==> src/rtl/xtd_pkg.sv <==
// Shared types, character constants and entity tables of the XML text entity decoder.
// No dependencies; every other file of the block imports this package.
package xtd_pkg;

	// Status codes of a result beat.
	localparam logic [2:0] ST_BYTE      = 3'd0;
	localparam logic [2:0] ST_TEXT_END  = 3'd1;
	localparam logic [2:0] ST_MALFORMED = 3'd2;
	localparam logic [2:0] ST_UNKNOWN   = 3'd3;
	localparam logic [2:0] ST_EARLY_END = 3'd4;

	// Kind of numeric reference being collected.
	localparam logic [1:0] KIND_NONE = 2'd0;
	localparam logic [1:0] KIND_DEC  = 2'd1;
	localparam logic [1:0] KIND_HEX  = 2'd2;

	localparam int CP_W = 21;
	localparam logic [CP_W-1:0] CP_MAX    = 21'h10FFFF;
	localparam logic [CP_W-1:0] SURR_LO   = 21'h00D800;
	localparam logic [CP_W-1:0] SURR_HI   = 21'h00DFFF;
	localparam logic [CP_W-1:0] CP_1B_MAX = 21'h00007F;
	localparam logic [CP_W-1:0] CP_2B_MAX = 21'h0007FF;
	localparam logic [CP_W-1:0] CP_3B_MAX = 21'h00FFFF;

	localparam logic [7:0] UTF8_LEAD2 = 8'hC0;
	localparam logic [7:0] UTF8_LEAD3 = 8'hE0;
	localparam logic [7:0] UTF8_LEAD4 = 8'hF0;
	localparam logic [7:0] UTF8_CONT  = 8'h80;
	localparam logic [5:0] UTF8_MASK  = 6'h3F;

	localparam logic [7:0] CH_AMP  = 8'h26;
	localparam logic [7:0] CH_LT   = 8'h3C;
	localparam logic [7:0] CH_SEMI = 8'h3B;
	localparam logic [7:0] CH_HASH = 8'h23;
	localparam logic [7:0] CH_XL   = 8'h78;
	localparam logic [7:0] CH_XU   = 8'h58;

	localparam int DEF_MAX_SCAN = 64;
	localparam int QUEUE_DEPTH  = 4;
	localparam int NUM_ENT      = 5;

	// One queued action for the output side.
	typedef struct packed {
		logic [2:0]      status;
		logic            raw;
		logic [CP_W-1:0] cp;
	} cmd_t;

	// Length of the named entities amp, lt, gt, quot, apos.
	function automatic logic [2:0] ent_len(input logic [2:0] k);
		case (k)
			3'd0: ent_len = 3'd3;
			3'd1: ent_len = 3'd2;
			3'd2: ent_len = 3'd2;
			3'd3: ent_len = 3'd4;
			3'd4: ent_len = 3'd4;
			default: ent_len = 3'd0;
		endcase
	endfunction

	// Character that a named entity stands for.
	function automatic logic [7:0] ent_char(input logic [2:0] k);
		case (k)
			3'd0: ent_char = 8'h26;
			3'd1: ent_char = 8'h3C;
			3'd2: ent_char = 8'h3E;
			3'd3: ent_char = 8'h22;
			3'd4: ent_char = 8'h27;
			default: ent_char = 8'h00;
		endcase
	endfunction

	// Byte of an entity name at a given position.
	function automatic logic [7:0] ent_byte(input logic [2:0] k, input logic [1:0] p);
		case ({k, p})
			{3'd0, 2'd0}: ent_byte = 8'h61;
			{3'd0, 2'd1}: ent_byte = 8'h6D;
			{3'd0, 2'd2}: ent_byte = 8'h70;
			{3'd1, 2'd0}: ent_byte = 8'h6C;
			{3'd1, 2'd1}: ent_byte = 8'h74;
			{3'd2, 2'd0}: ent_byte = 8'h67;
			{3'd2, 2'd1}: ent_byte = 8'h74;
			{3'd3, 2'd0}: ent_byte = 8'h71;
			{3'd3, 2'd1}: ent_byte = 8'h75;
			{3'd3, 2'd2}: ent_byte = 8'h6F;
			{3'd3, 2'd3}: ent_byte = 8'h74;
			{3'd4, 2'd0}: ent_byte = 8'h61;
			{3'd4, 2'd1}: ent_byte = 8'h70;
			{3'd4, 2'd2}: ent_byte = 8'h6F;
			{3'd4, 2'd3}: ent_byte = 8'h73;
			default: ent_byte = 8'h00;
		endcase
	endfunction

endpackage

==> src/rtl/xml_text_entity_decoder_top.sv <==
// XML text entity decoder: takes element text one byte a beat and returns the
// text with character and entity references replaced by UTF-8. Every input byte
// is accepted while the queue has room; a beat that ends an item places one
// action in a four-entry queue. The output register then sends one beat per
// cycle while the receiver is ready: one for a plain byte, a named entity or a
// status, and 1 to 4 for a numeric reference, and the input stalls only once
// the queue has filled. There is no clearing pass after reset. Depends on
// xtd_pkg, xtd_front, xtd_queue and xtd_back.
module xml_text_entity_decoder_top #(
	parameter int MAX_REFERENCE_SCAN = xtd_pkg::DEF_MAX_SCAN
) (
	input  logic       clk,
	input  logic       arst_n,
	input  logic       s_tvalid,
	output logic       s_tready,
	input  logic [7:0] s_tdata,   // [7:0] in_byte
	input  logic [0:0] s_tuser,   // [0] input_end
	output logic       m_tvalid,
	input  logic       m_tready,
	output logic [7:0] m_tdata,   // [7:0] out_byte
	output logic [2:0] m_tuser,   // [2:0] status
	output logic       m_tlast    // last
);
	import xtd_pkg::*;

	logic q_full;
	logic push;
	cmd_t push_cmd;
	logic pop;
	logic head_valid;
	cmd_t head;

	xtd_front #(
		.MAX_REFERENCE_SCAN(MAX_REFERENCE_SCAN)
	) u_front (
		.clk      (clk),
		.arst_n   (arst_n),
		.s_tvalid (s_tvalid),
		.s_tready (s_tready),
		.s_tdata  (s_tdata),
		.s_tuser  (s_tuser),
		.q_full   (q_full),
		.push     (push),
		.push_cmd (push_cmd)
	);

	xtd_queue u_queue (
		.clk        (clk),
		.arst_n     (arst_n),
		.push       (push),
		.push_cmd   (push_cmd),
		.full       (q_full),
		.pop        (pop),
		.head_valid (head_valid),
		.head       (head)
	);

	xtd_back u_back (
		.clk        (clk),
		.arst_n     (arst_n),
		.head_valid (head_valid),
		.head       (head),
		.pop        (pop),
		.m_tvalid   (m_tvalid),
		.m_tready   (m_tready),
		.m_tdata    (m_tdata),
		.m_tuser    (m_tuser),
		.m_tlast    (m_tlast)
	);

endmodule

==> src/rtl/xtd_front.sv <==
// Input side of the decoder: takes text beats, tracks reference bodies and
// emits one action per finished item into the queue. Depends on xtd_pkg.
module xtd_front #(
	parameter int MAX_REFERENCE_SCAN = xtd_pkg::DEF_MAX_SCAN
) (
	input  logic              clk,
	input  logic              arst_n,
	input  logic              s_tvalid,
	output logic              s_tready,
	input  logic [7:0]        s_tdata,
	input  logic [0:0]        s_tuser,
	input  logic              q_full,
	output logic              push,
	output xtd_pkg::cmd_t     push_cmd
);
	import xtd_pkg::*;

	localparam int CW = $clog2(MAX_REFERENCE_SCAN + 1);
	localparam logic [CW-1:0] SCAN_LIMIT = CW'(MAX_REFERENCE_SCAN);

	logic              in_ref_q;
	logic [CW-1:0]     body_cnt_q;
	logic [NUM_ENT-1:0] cand_q;
	logic [1:0]        kind_q;
	logic [CP_W-1:0]   val_q;
	logic [3:0]        dig_q;
	logic              bad_q;

	logic              in_ref_d;
	logic [CW-1:0]     body_cnt_d;
	logic [NUM_ENT-1:0] cand_d;
	logic [1:0]        kind_d;
	logic [CP_W-1:0]   val_d;
	logic [3:0]        dig_d;
	logic              bad_d;

	logic              accept;
	logic [7:0]        c;
	logic              is_end;
	logic              is_dec, is_lo, is_up;
	logic [3:0]        hd;
	logic [23:0]       dec_prod;
	logic [CP_W-1:0]   hex_new;
	logic              hex_big;
	logic [NUM_ENT-1:0] cand_keep;
	logic [NUM_ENT-1:0] len_hit;
	logic              named_hit;
	logic [7:0]        named_ch;
	logic              num_bad;

	assign s_tready = !q_full;
	assign accept   = s_tvalid && s_tready;
	assign c        = s_tdata;
	assign is_end   = s_tuser[0];

	assign is_dec = (c >= 8'h30) && (c <= 8'h39);
	assign is_lo  = (c >= 8'h61) && (c <= 8'h66);
	assign is_up  = (c >= 8'h41) && (c <= 8'h46);
	// Letters a-f and A-F carry 1..6 in the low nibble.
	assign hd       = is_dec ? c[3:0] : c[3:0] + 4'd9;
	assign dec_prod = ({3'b0, val_q} << 3) + ({3'b0, val_q} << 1) + {20'b0, c[3:0]};
	assign hex_new  = {val_q[CP_W-5:0], hd};
	assign hex_big  = (val_q[CP_W-1:CP_W-4] != 4'd0) || (hex_new > CP_MAX);

	always_comb begin
		cand_keep = '0;
		len_hit   = '0;
		named_ch  = 8'h00;
		for (int k = 0; k < NUM_ENT; k++) begin
			cand_keep[k] = (body_cnt_q < CW'(ent_len(3'(k)))) &&
				(ent_byte(3'(k), body_cnt_q[1:0]) == c);
			len_hit[k] = cand_q[k] && (body_cnt_q == CW'(ent_len(3'(k))));
			if (len_hit[k])
				named_ch = ent_char(3'(k));
		end
	end

	assign named_hit = |len_hit;
	assign num_bad = bad_q || (dig_q == 4'd0) || (val_q == '0) ||
		((val_q >= SURR_LO) && (val_q <= SURR_HI));

	always_comb begin
		push       = 1'b0;
		push_cmd   = '0;
		in_ref_d   = in_ref_q;
		body_cnt_d = body_cnt_q;
		cand_d     = cand_q;
		kind_d     = kind_q;
		val_d      = val_q;
		dig_d      = dig_q;
		bad_d      = bad_q;
		if (accept) begin
			if (!in_ref_q) begin
				if (is_end) begin
					push = 1'b1;
					push_cmd.status = ST_EARLY_END;
				end else if (c == CH_LT) begin
					push = 1'b1;
					push_cmd.status = ST_TEXT_END;
				end else if (c == CH_AMP) begin
					in_ref_d = 1'b1;
				end else begin
					push = 1'b1;
					push_cmd.status = ST_BYTE;
					push_cmd.raw    = 1'b1;
					push_cmd.cp     = {13'b0, c};
				end
			end else if (is_end || (c != CH_SEMI && body_cnt_q >= SCAN_LIMIT)) begin
				push = 1'b1;
				push_cmd.status = ST_MALFORMED;
				in_ref_d = 1'b0;
			end else if (c == CH_SEMI) begin
				push = 1'b1;
				in_ref_d = 1'b0;
				if (named_hit) begin
					push_cmd.status = ST_BYTE;
					push_cmd.raw    = 1'b1;
					push_cmd.cp     = {13'b0, named_ch};
				end else if (kind_q == KIND_NONE) begin
					push_cmd.status = ST_UNKNOWN;
				end else if (num_bad) begin
					push_cmd.status = ST_MALFORMED;
				end else begin
					push_cmd.status = ST_BYTE;
					push_cmd.cp     = val_q;
				end
			end else begin
				cand_d     = cand_q & cand_keep;
				body_cnt_d = body_cnt_q + 1'b1;
				if (body_cnt_q == '0) begin
					if (c == CH_HASH)
						kind_d = KIND_DEC;
				end else if (kind_q != KIND_NONE) begin
					if (body_cnt_q == CW'(1) && (c == CH_XL || c == CH_XU)) begin
						kind_d = KIND_HEX;
					end else if (!bad_q) begin
						if (kind_q == KIND_HEX) begin
							if (!(is_dec || is_lo || is_up) || dig_q >= 4'd8) begin
								bad_d = 1'b1;
							end else begin
								val_d = hex_new;
								dig_d = dig_q + 4'd1;
								bad_d = hex_big;
							end
						end else begin
							if (!is_dec || dig_q >= 4'd10 || dec_prod > {3'b0, CP_MAX}) begin
								bad_d = 1'b1;
							end else begin
								val_d = dec_prod[CP_W-1:0];
								dig_d = dig_q + 4'd1;
							end
						end
					end
				end
			end
			// Leaving a reference, or opening one, starts from a clean body.
			if (!in_ref_d || !in_ref_q) begin
				body_cnt_d = '0;
				cand_d     = '1;
				kind_d     = KIND_NONE;
				val_d      = '0;
				dig_d      = 4'd0;
				bad_d      = 1'b0;
			end
		end
	end

	always_ff @(posedge clk or negedge arst_n) begin
		if (!arst_n) begin
			in_ref_q   <= 1'b0;
			body_cnt_q <= '0;
			cand_q     <= '1;
			kind_q     <= KIND_NONE;
			val_q      <= '0;
			dig_q      <= 4'd0;
			bad_q      <= 1'b0;
		end else begin
			in_ref_q   <= in_ref_d;
			body_cnt_q <= body_cnt_d;
			cand_q     <= cand_d;
			kind_q     <= kind_d;
			val_q      <= val_d;
			dig_q      <= dig_d;
			bad_q      <= bad_d;
		end
	end

endmodule

==> src/rtl/xtd_queue.sv <==
// Short action queue between the input and output sides of the decoder.
// Depends on xtd_pkg for the action type and the queue depth.
module xtd_queue (
	input  logic          clk,
	input  logic          arst_n,
	input  logic          push,
	input  xtd_pkg::cmd_t push_cmd,
	output logic          full,
	input  logic          pop,
	output logic          head_valid,
	output xtd_pkg::cmd_t head
);
	import xtd_pkg::*;

	localparam int PW = $clog2(QUEUE_DEPTH);
	localparam int NW = $clog2(QUEUE_DEPTH + 1);
	localparam logic [PW-1:0] LAST_PTR = PW'(QUEUE_DEPTH - 1);
	localparam logic [NW-1:0] FULL_CNT = NW'(QUEUE_DEPTH);

	cmd_t          slot_q [QUEUE_DEPTH];
	logic [PW-1:0] wr_ptr_q;
	logic [PW-1:0] rd_ptr_q;
	logic [NW-1:0] count_q;

	assign full       = (count_q == FULL_CNT);
	assign head_valid = (count_q != '0);
	assign head       = slot_q[rd_ptr_q];

	always_ff @(posedge clk) begin
		if (push)
			slot_q[wr_ptr_q] <= push_cmd;
	end

	always_ff @(posedge clk or negedge arst_n) begin
		if (!arst_n) begin
			wr_ptr_q <= '0;
			rd_ptr_q <= '0;
			count_q  <= '0;
		end else begin
			if (push)
				wr_ptr_q <= (wr_ptr_q == LAST_PTR) ? '0 : wr_ptr_q + 1'b1;
			if (pop)
				rd_ptr_q <= (rd_ptr_q == LAST_PTR) ? '0 : rd_ptr_q + 1'b1;
			if (push && !pop)
				count_q <= count_q + 1'b1;
			else if (pop && !push)
				count_q <= count_q - 1'b1;
		end
	end

`ifndef SYNTH
	a_no_push_full: assert property (@(posedge clk) disable iff (!arst_n)
		!(push && full))
		else $error("queue written while full");
	a_no_pop_empty: assert property (@(posedge clk) disable iff (!arst_n)
		!(pop && !head_valid))
		else $error("queue read while empty");
	a_count_bound: assert property (@(posedge clk) disable iff (!arst_n)
		count_q <= FULL_CNT)
		else $error("queue count beyond depth");
`endif

endmodule

==> src/rtl/xtd_back.sv <==
// Output side of the decoder: expands queued actions into UTF-8 or status beats
// through a registered master port. Depends on xtd_pkg.
module xtd_back (
	input  logic          clk,
	input  logic          arst_n,
	input  logic          head_valid,
	input  xtd_pkg::cmd_t head,
	output logic          pop,
	output logic          m_tvalid,
	input  logic          m_tready,
	output logic [7:0]    m_tdata,
	output logic [2:0]    m_tuser,
	output logic          m_tlast
);
	import xtd_pkg::*;

	logic [1:0] idx_q;
	logic [1:0] n_m1;
	logic [7:0] byte_val;
	logic       load;
	logic       is_last;
	logic       m_tvalid_q;
	logic [7:0] m_tdata_q;
	logic [2:0] m_tuser_q;
	logic       m_tlast_q;

	always_comb begin
		if (head.status != ST_BYTE || head.raw || head.cp <= CP_1B_MAX)
			n_m1 = 2'd0;
		else if (head.cp <= CP_2B_MAX)
			n_m1 = 2'd1;
		else if (head.cp <= CP_3B_MAX)
			n_m1 = 2'd2;
		else
			n_m1 = 2'd3;
	end

	always_comb begin
		case ({n_m1, idx_q})
			{2'd0, 2'd0}: byte_val = (head.status == ST_BYTE) ? head.cp[7:0] : 8'h00;
			{2'd1, 2'd0}: byte_val = UTF8_LEAD2 | {3'b0, head.cp[10:6]};
			{2'd1, 2'd1}: byte_val = UTF8_CONT | {2'b0, head.cp[5:0] & UTF8_MASK};
			{2'd2, 2'd0}: byte_val = UTF8_LEAD3 | {4'b0, head.cp[15:12]};
			{2'd2, 2'd1}: byte_val = UTF8_CONT | {2'b0, head.cp[11:6] & UTF8_MASK};
			{2'd2, 2'd2}: byte_val = UTF8_CONT | {2'b0, head.cp[5:0] & UTF8_MASK};
			{2'd3, 2'd0}: byte_val = UTF8_LEAD4 | {5'b0, head.cp[20:18]};
			{2'd3, 2'd1}: byte_val = UTF8_CONT | {2'b0, head.cp[17:12] & UTF8_MASK};
			{2'd3, 2'd2}: byte_val = UTF8_CONT | {2'b0, head.cp[11:6] & UTF8_MASK};
			{2'd3, 2'd3}: byte_val = UTF8_CONT | {2'b0, head.cp[5:0] & UTF8_MASK};
			default: byte_val = 8'h00;
		endcase
	end

	// A new beat goes out whenever an action is queued and the output register is empty or being drained.
	assign load    = head_valid && (!m_tvalid_q || m_tready);
	assign is_last = (idx_q == n_m1);
	assign pop     = load && is_last;

	always_ff @(posedge clk or negedge arst_n) begin
		if (!arst_n) begin
			idx_q      <= 2'd0;
			m_tvalid_q <= 1'b0;
		end else begin
			if (load)
				idx_q <= is_last ? 2'd0 : idx_q + 2'd1;
			m_tvalid_q <= load || (m_tvalid_q && !m_tready);
		end
	end

	always_ff @(posedge clk) begin
		if (load) begin
			m_tdata_q <= byte_val;
			m_tuser_q <= head.status;
			m_tlast_q <= is_last;
		end
	end

	assign m_tvalid = m_tvalid_q;
	assign m_tdata  = m_tdata_q;
	assign m_tuser  = m_tuser_q;
	assign m_tlast  = m_tlast_q;

`ifndef SYNTH
	a_status_single: assert property (@(posedge clk) disable iff (!arst_n)
		(m_tvalid && m_tuser != ST_BYTE) |-> (m_tlast && m_tdata == 8'h00))
		else $error("status beat not a single zero beat");
	a_multi_is_byte: assert property (@(posedge clk) disable iff (!arst_n)
		(m_tvalid && !m_tlast) |-> (m_tuser == ST_BYTE && m_tdata[7]))
		else $error("non-final beat is not a UTF-8 sequence byte");
	a_idx_bound: assert property (@(posedge clk) disable iff (!arst_n)
		head_valid |-> (idx_q <= n_m1))
		else $error("expansion index past sequence length");
`endif

endmodule

==> config.mk <==
export PLATFORM = sky130hd
export DESIGN_NAME = xml_text_entity_decoder_top
export DESIGN_NICKNAME = d
export VERILOG_FILES = /design/src/rtl/xtd_pkg.sv /design/src/rtl/xml_text_entity_decoder_top.sv /design/src/rtl/xtd_front.sv /design/src/rtl/xtd_queue.sv /design/src/rtl/xtd_back.sv
export SDC_FILE = /design/constraint.sdc
export NUM_CORES = 1
export LEC_CHECK = 0
export BUFFER_PORTS_ARGS = -buffer_cell sky130_fd_sc_hd__buf_2
export CORE_ASPECT_RATIO = 1.1
export CORE_MARGIN = 3
export CORE_UTILIZATION = 60
export DETAILED_ROUTE_END_ITERATION = 6
export PLACE_DENSITY = 0.77
export SLEW_MARGIN = 20
export SYNTH_ARGS = -nofsm -noshare
export SYNTH_HDL_FRONTEND = slang
export SYNTH_SLANG_ARGS = --single-unit
==> constraint.sdc <==
create_clock -name clk -period 3.95 [get_ports clk]
set_input_delay 0.5925 -clock clk [delete_from_list [all_inputs] [get_ports clk]]
set_output_delay 0.5925 -clock clk [all_outputs]
set_load 0.05 [all_outputs]
==> results by group, run 1 <==
Status
  – Result of the run: finished clean

Routing
  – DRC Markers: 0
  – DR iter-0 viols: ~600
  – Antenna viol nets, final: 0
  – WL per Instance: approximately 21 um
  – Drt first pass iters: 5
  – Routed WL: 22,500 um
  – Vias per cell: 6.39
  – Routed vias: 6,983

Synth
  – Flip-flop and latch count after synthesis: roughly 160
  – Sequential cell area fraction in the yosys report: 48.4%
  – Main area contributors after synthesis: edfxtp_1 (35%), dfrtp_1 (12%), ha_1 (8.1%)
  – Post-synth top area share: 35.1%
  – Synthesized Nets: 914
  – Synth unique cells: 80
  – Yosys top cell by area: edfxtp_1
  – Synth Area per Inst: 11.5 um^2
  – Number of synthesized flops with an enable pin: 112
  – Main flop type after synthesis: edfxtp_1
  – Syn. warnings: 0
  – Post-Syn Area: 9600 um^2
  – Ys async rst share: 31.3%
  – Mapped Cells: 836

CTS
  – Clock insertion delay at the later pin of the skew report: 440 ps
  – H-tree depth: 4
  – CTS max path bufs: 2
  – CTS Root Cell: clkbuf_16
  – CTS Sinks: 163
  – Inserted Clock Buffers: 17
  – Worst-path clk slew: 70 ps
  – CTS tree: built

STA
  – Relative slew slack: 38.5%
  – Hold_ws: between 100 and 150 ps
  – Slew Viols, Final: 0
  – Fin. Hold Viols: 0
  – FMAX: 262 MHz
  – Worst Tran Pin Value: around 900 ps
  – Final setup viols: 0
  – Final worst-path cycle share: 96.6%
  – Layout Skew: 14.4 ps
  – Tmin final: between 3000 and 4000 ps

Setup path
  – Worst path buffer plus inverter count: 3
  – Slowest cell on crit path: or4_4
  – CP Capture Type: flip-flop
  – Kind of critical path: reg -> reg
  – Critical path arrival: 4130 ps
  – CP delay by family, top: simple AND/OR/NAND/NOR gates
  – Max FO, Critical Path: 19
  – Cell mode on critical path: inv_1
  – Critical Path RT: 4270 ps
  – Critical path, cell by cell: buf_12, mux4_2, or4_4, nor2_2, a31oi_1, o32ai_2, and2_4, inv_1, ha_1, inv_1, fa_1, mux2_2
  – CP peak stage delay: 590 ps
  – Startpoint Class: flip-flop

Place
  – Placer congestion estimate: approximately 0.9
  – Placed insts: 1,059
  – IO Port Bufs: 26
  – Hpwl dp: 16,100 um

Global route
  – Global route overflow: 0
  – Total track usage: a little over a quarter
  – Pin count of the biggest net entering global routing: 34
  – Antenna violations before repair: 0
  – Number of global-route vias before repair: 6,852
  – Global-route wire length before repair: 36,600 um

Power
  – Peak supply drop: 0.385 mV
  – PD cells: ~610 nW/um^2
  – Final Power: 6.55 mW
  – Leakage power: roughly 4.5 nW

Layout
  – Register area: 4650 um^2
  – Area delta synth->final: 12.6%
  – Share of cells above drive strength 1: 19.5%
  – Nets: 962
  – Area occupied by multi-input gates: 4680 um^2
  – Diodes inserted: 0
  – Final core utilization: a little over two thirds
  – Final cell count without fillers: 1,093
  – Filler Cells Inserted: 1,022

Floorplanning
  – # IOs: 27
  – Die extent in x: 127 um
  – Initial Util: 62.5%
  – Die ar.: about 18,000 um^2
  – FP Rows: 47
  – Core ar.: 15,300 um^2
  – Die Span Y: ~140 um

Hold path
  – HP Class: in -> async

Job
  – Max cap viols: 0
## area by class of cell
| cell class | instances | share of cell area [%] |
|---|---|---|
| clock buffers | 18 | 4.06 |
| flip-flops and latches | 163 | 43.0 |
| multi-input cells | 599 | 43.3 |
| well taps | 196 | 2.27 |
| clock inverters | 14 | 1.76 |
| inverters | 33 | 1.15 |
| repair buffers | 70 | 4.45 |
## state kept, by name (all words and copies together), names as in the netlist
signal and cells:
u_back.m_tlast 1, u_queue.count_q 3, u_queue.wr_ptr_q 2, u_front.body_cnt_q 7, u_front.cand_q 5, u_front.in_ref_q 1, u_back.m_tdata 8, u_front.bad_q 1
u_queue.rd_ptr_q 2, u_back.m_tuser 3, u_back.idx_q 2, u_back.m_tvalid 1, u_queue.slot_q 100, u_front.kind_q 2, u_front.dig_q 4, u_front.val_q 21
## cells in the mapped netlist, types with 9 or more instances
library cell and count:
a21oi_1 51, nor4_1 11, mux4_2 21, inv_1 33, a31oi_1 9, nand2_1 87, dfrtp_1 46, mux2_4 14
o31ai_1 9, edfxtp_1 112, o21ai_0 41, clkbuf_1 24, xor2_1 14, xnor2_1 16, ha_1 62, nor2_1 45
buf_2 10, nand2b_1 11, and2_1 14, and3_1 23, nor3_1 17, nand3_1 19
## kinds of logic after synthesis
logic type	count (synthesis)	share of synthesized area (%)
flops	163	48.4
fa+ha+maj	65	8.71
xor+xnor	30	2.74
compound gates	184	12.8
buf+inv	74	3.56
mux	51	9.54
simple gates	269	14.2
## layer usage
layer | share of wire (%) | GRT usage, % | vias up
met3 | 5.5 | 5.05 | 46
met1 | 43 | 35.8 | 3405
met4 | 2.2 | 8.02 | 0
li1 | - | - | 3257
met5 | 0 | 0 | -
met2 | 49 | 42.7 | 275
## placed cells by master, fill, tap and decap left out, drive strengths merged, types with 18 or more instances in the layout
master and n:
edfxtp 112, nand2 87, buf 70, ha 62
a21oi 54, nor2 46, dfrtp 46, o21ai 43
inv 40, mux4 25, and3 23, mux2 20
nand3 19, nor3 18, clkbuf 18
## through the flow
stage          cell area, um^2  TNS [ps]  setup WS [ps]
4_1_cts                  10700         0           5.49
2_1_floorplan             9600         0           12.5
3_3_place_gp             10100     -1410          -98.5
5_1_grt                  10800     -47.7          -20.7
6_report                 10800         0            136
3_5_place_dp             10100     -3370           -200
## power breakdown
group          internal (mW)  switching, mW  leakage [nW]  total [mW]
clock                   1.03          0.717         0.300        1.75
combinational          0.903           1.44          2.47        2.34
sequential              2.25          0.217          1.73        2.47
## worst paths after layout
kind | cells past startpoint | slack (ps) | endpoint | start
max | 12 | 140 | u_queue.count_q[1] | u_queue.rd_ptr_q[0]
min | 1 | 130 | u_back.idx_q[0] | arst_n
max reg2reg | 12 | 140 | u_queue.count_q[1] | u_queue.rd_ptr_q[0]
min reg2reg | 2 | 480 | u_front.cand_q[1] | u_front.cand_q[1]
max in group asynchronous | 2 | 2960 | u_front.cand_q[1] | arst_n
min in group clk | 4 | 440 | u_back.m_tvalid | m_tready
## what timing repair did
action | 4_1_cts | 5_1_grt
resized for setup | 0 | 17
hold endpoints to repair | 0 | 0
hold buffers | 0 | 0
endpoints found under the setup margin | 0 | 27
buffers inserted | 0 | 2
(Power assumes the default switching activity.)
==> run 2, diff against run 1 <==
- ABC_AREA: default -> 1
- CELL_PAD_IN_SITES_DETAIL_PLACEMENT: default -> 0
- CELL_PAD_IN_SITES_GLOBAL_PLACEMENT: default -> 1
- CORE_UTILIZATION: 60 -> 48
- PLACE_DENSITY: 0.77 -> default
- PLACE_DENSITY_LB_ADDON: default -> 0.1
==> results by group, run 2 <==
Routing
  – Antenna viol nets, final: 0 (unchanged)
  – Routed WL: 25,500 um (+13%)
  – WL per Instance: 15.9 um (-23%)
  – Drt first pass iters: 5 (unchanged)
  – Vias per cell: 5.25 (-18%)
  – DRC Markers: 0 (unchanged)
  – Routed vias: 8,424 (+21%)
  – DR iter-0 viols: 528 (-11%)

Global route
  – Pin count of the biggest net entering global routing: 69 (+100%)
  – Global-route wire length before repair: 42,200 um (+15%)
  – Total track usage: 22.6% (-3.6 points)
  – Antenna violations before repair: 0 (unchanged)
  – Number of global-route vias before repair: 8,117 (+18%)
  – Global route overflow: 0 (unchanged)

Synth
  – Synth Area in Compound Gates: 11.0% (-1.7 points)
  – Syn. warnings: 0 (unchanged)
  – Synth Area per Inst: 8.02 um^2 (-30%)
  – Post-synth top area share: 32.7% (-2.4 points)
  – Flip-flop and latch count after synthesis: 163 (unchanged)
  – Synthesized Nets: 1,360 (+49%)
  – Mapped Cells: 1,282 (+53%)
  – Adder-Cell Fraction of Synth Area: 8.12% (-0.59 points)
  – Main area contributors after synthesis: edfxtp_1 (33%), dfrtp_1 (11%), nand2_1 (11%)
  – Post-Syn Area: 10,300 um^2 (+7.2%)
  – Number of synthesized flops with an enable pin: 112 (unchanged)
  – Synth Area in XOR/XNOR: 1.61% (-1.1 points)
  – Commonest cells in the netlist: nand2_1 (304), inv_1 (189), nor2_1 (121)
  – Simple logic cell fraction of the synthesized area: 25.1% (+11 points)
  – Synth unique cells: 52 (-35%)
  – Ys async rst share: 31.3% (unchanged)
  – Main combinational cell family by area after synthesis: simple AND/OR/NAND/NOR gates
  – Yosys top cell by area: edfxtp_1
  – Main flop type after synthesis: edfxtp_1
  – Cell with the most instances after synthesis: nand2_1
  – Mux contribution to synthesized area: 0.109% (-9.4 points)
  – Sequential cell area fraction in the yosys report: 45.2% (-3.3 points)

Layout
  – Post-layout instance area: 11,300 um^2 (+4.5%)
  – Diodes inserted: 0 (unchanged)
  – Area delta synth->final: 9.80%
  – Top reg by flops: u_queue.slot_q
  – Nets: 1,386 (+44%)
  – Commonest non-fill, non-tap cells in the layout: nand2_1 (304), inv_1 (189), nor2_1 (117)
  – Final core utilization: 54.4% (-16 points)
  – Commonest non-fill, non-tap cell in the layout: nand2_1
  – Share of cells above drive strength 1: 7.73% (-12 points)
  – Final cell count without fillers: 1,605 (+47%)
  – Largest register FFs: 100 (unchanged)

CTS
  – CTS Root Cell: clkbuf_16
  – Worst-path clk slew: 60 ps (about the same)
  – CTS Sinks: 163 (unchanged)
  – Inserted Clock Buffers: 17 (unchanged)
  – Number of setup buffers added after CTS: 0 (unchanged)
  – H-tree depth: 4 (unchanged)
  – Hold-fix buffers, CTS: 0 (unchanged)
  – Clock insertion delay at the later pin of the skew report: 420 ps (-20 ps)
  – CTS max path bufs: 2 (unchanged)
  – Cells resized by post-CTS repair: 0 (unchanged)
  – CTS tree: built

Setup path
  – Kind of critical path: reg -> reg
  – CP Capture Type: flip-flop
  – Critical path arrival: 3690 ps (-440 ps)
  – Max FO, Critical Path: 26 (+7)
  – Critical Path RT: 4260 ps (about the same)
  – R2R Setup Slk: 570 ps (+440 ps)
  – Startpoint Class: flip-flop

Power
  – Peak supply drop: 0.308 mV (-20%)
  – PD cells: 633 nW/um^2 (+4.5%)
  – Final Power: 7.16 mW (+9.2%)
  – Leakage power: 5.22 nW (+16%)

Job
  – Max cap viols: 0 (unchanged)

Hold path
  – HP Class: in -> async

Place
  – Hpwl dp: 19,100 um (+19%)
  – IO Port Bufs: 26 (unchanged)
  – Area after DPL: 10,800 um^2 (+7.0%)
  – Placed insts: 1,574 (+49%)
  – Placer congestion estimate: 0.883 (-2.3%)
  – Worst slack at placement: 395 ps (+595 ps)

STA
  – Tmin final: 3380 ps (-435 ps)
  – Unrepaired setup endpoints after global routing: false
  – FMAX: 296 MHz (+13%)
  – Slew Viols, Final: 0 (unchanged)
  – Final setup viols: 0 (unchanged)
  – Relative slew slack: 47.0% (+8.5 points)
  – Layout Skew: 8.05 ps (-6.30 ps)
  – Worst Tran Pin Value: 794 ps (-128 ps)
  – Hold_ws: 226 ps (+99.0 ps)
  – Worst setup margin: 571 ps (+435 ps)
  – Final worst-path cycle share: 85.5% (-11 points)
  – Fin. Hold Viols: 0 (unchanged)
  – Total negative slack: 0 ps (unchanged)

Status
  – Result of the run: finished clean

Floorplanning
  – Die Span Y: 160 um (+15%)
  – Initial Util: 49.5% (-13 points)
  – Die ar.: 23,200 um^2 (+32%)
  – # IOs: 27 (unchanged)
  – Core ar.: 20,800 um^2 (+35%)
  – FP Rows: 55 (+17%)
  – Die extent in x: 146 um (+15%)
## run 2: cell types whose count changed in the layout (fill, tap and decap cells not counted), sizes merged, moves of 15 or more
cell and change:
nand2 +224, inv +155, nor2 +79, nand3 +78, o21ai +37, buf -26, mux4 -25, and3 -22
a21oi +20, mux2 -19, nand4 +18, and2 -15
## run 2: routing by layer
| metal | up-vias | GRT usage (%) | wire, um |
|---|---|---|---|
| met5 | - | 0 | 0 |
| met4 | 0 | 6.17 | 391 |
| met3 | 28 | 3.76 | 849 |
| met2 | 158 | 37.8 | 12400 |
| met1 | 3920 | 30.6 | 11800 |
| li1 | 4318 | - | - |
## run 2: worst paths after layout
path | start | end | cells past startpoint
worst max-delay path | u_front.val_q[0] | u_front.val_q[17] | 19
worst min-delay path | arst_n | u_queue.rd_ptr_q[1] | 1
worst max register to register | u_front.val_q[0] | u_front.val_q[17] | 19
worst min register to register | u_front.cand_q[3] | u_front.cand_q[3] | 2
max in group asynchronous | arst_n | u_front.val_q[17] | 2
min in group clk | m_tready | u_back.m_tvalid | 4
## run 2: report_power, final
part,switching [mW],internal [mW]
registers,0.269,2.33
logic,2.14,0.954
clock network,0.609,0.851
## run 2: layout make-up
type / count / area [um^2]
clock inverters: 8 / 62.6
inverters: 196 / 736
repair buffers: 44 / 303
well taps: 285 / 357
flip-flops and latches: 163 / 4650
clock buffers: 23 / 448
multi-input cells: 886 / 4740
fillers: 2059 / 9490
## run 2: logic make-up after synthesis
family / Yosys count
AND/OR/NAND/NOR: 600
buffers and inverters: 233
AO/OA/AOI/OAI: 202
flip-flops: 163
adder cells (fa/ha/maj): 65
XOR/XNOR: 18
multiplexers: 1
## run 2: critical path, cell delays in order, from the launching register on
cell	delay [ps]
dfrtp_1	490
inv_1	130
fa_1	520
fa_1	500
inv_1	140
nand2_1	70
nand3_1	130
nand2_1	90
nand2_1	70
nand2_1	40
nand2_1	70
nor2_1	50
nand3_1	60
nand2_1	50
nand2_1	70
nand2_2	80
nand2_4	290
nand2_4	220
nand2_1	120
nand2_1	60
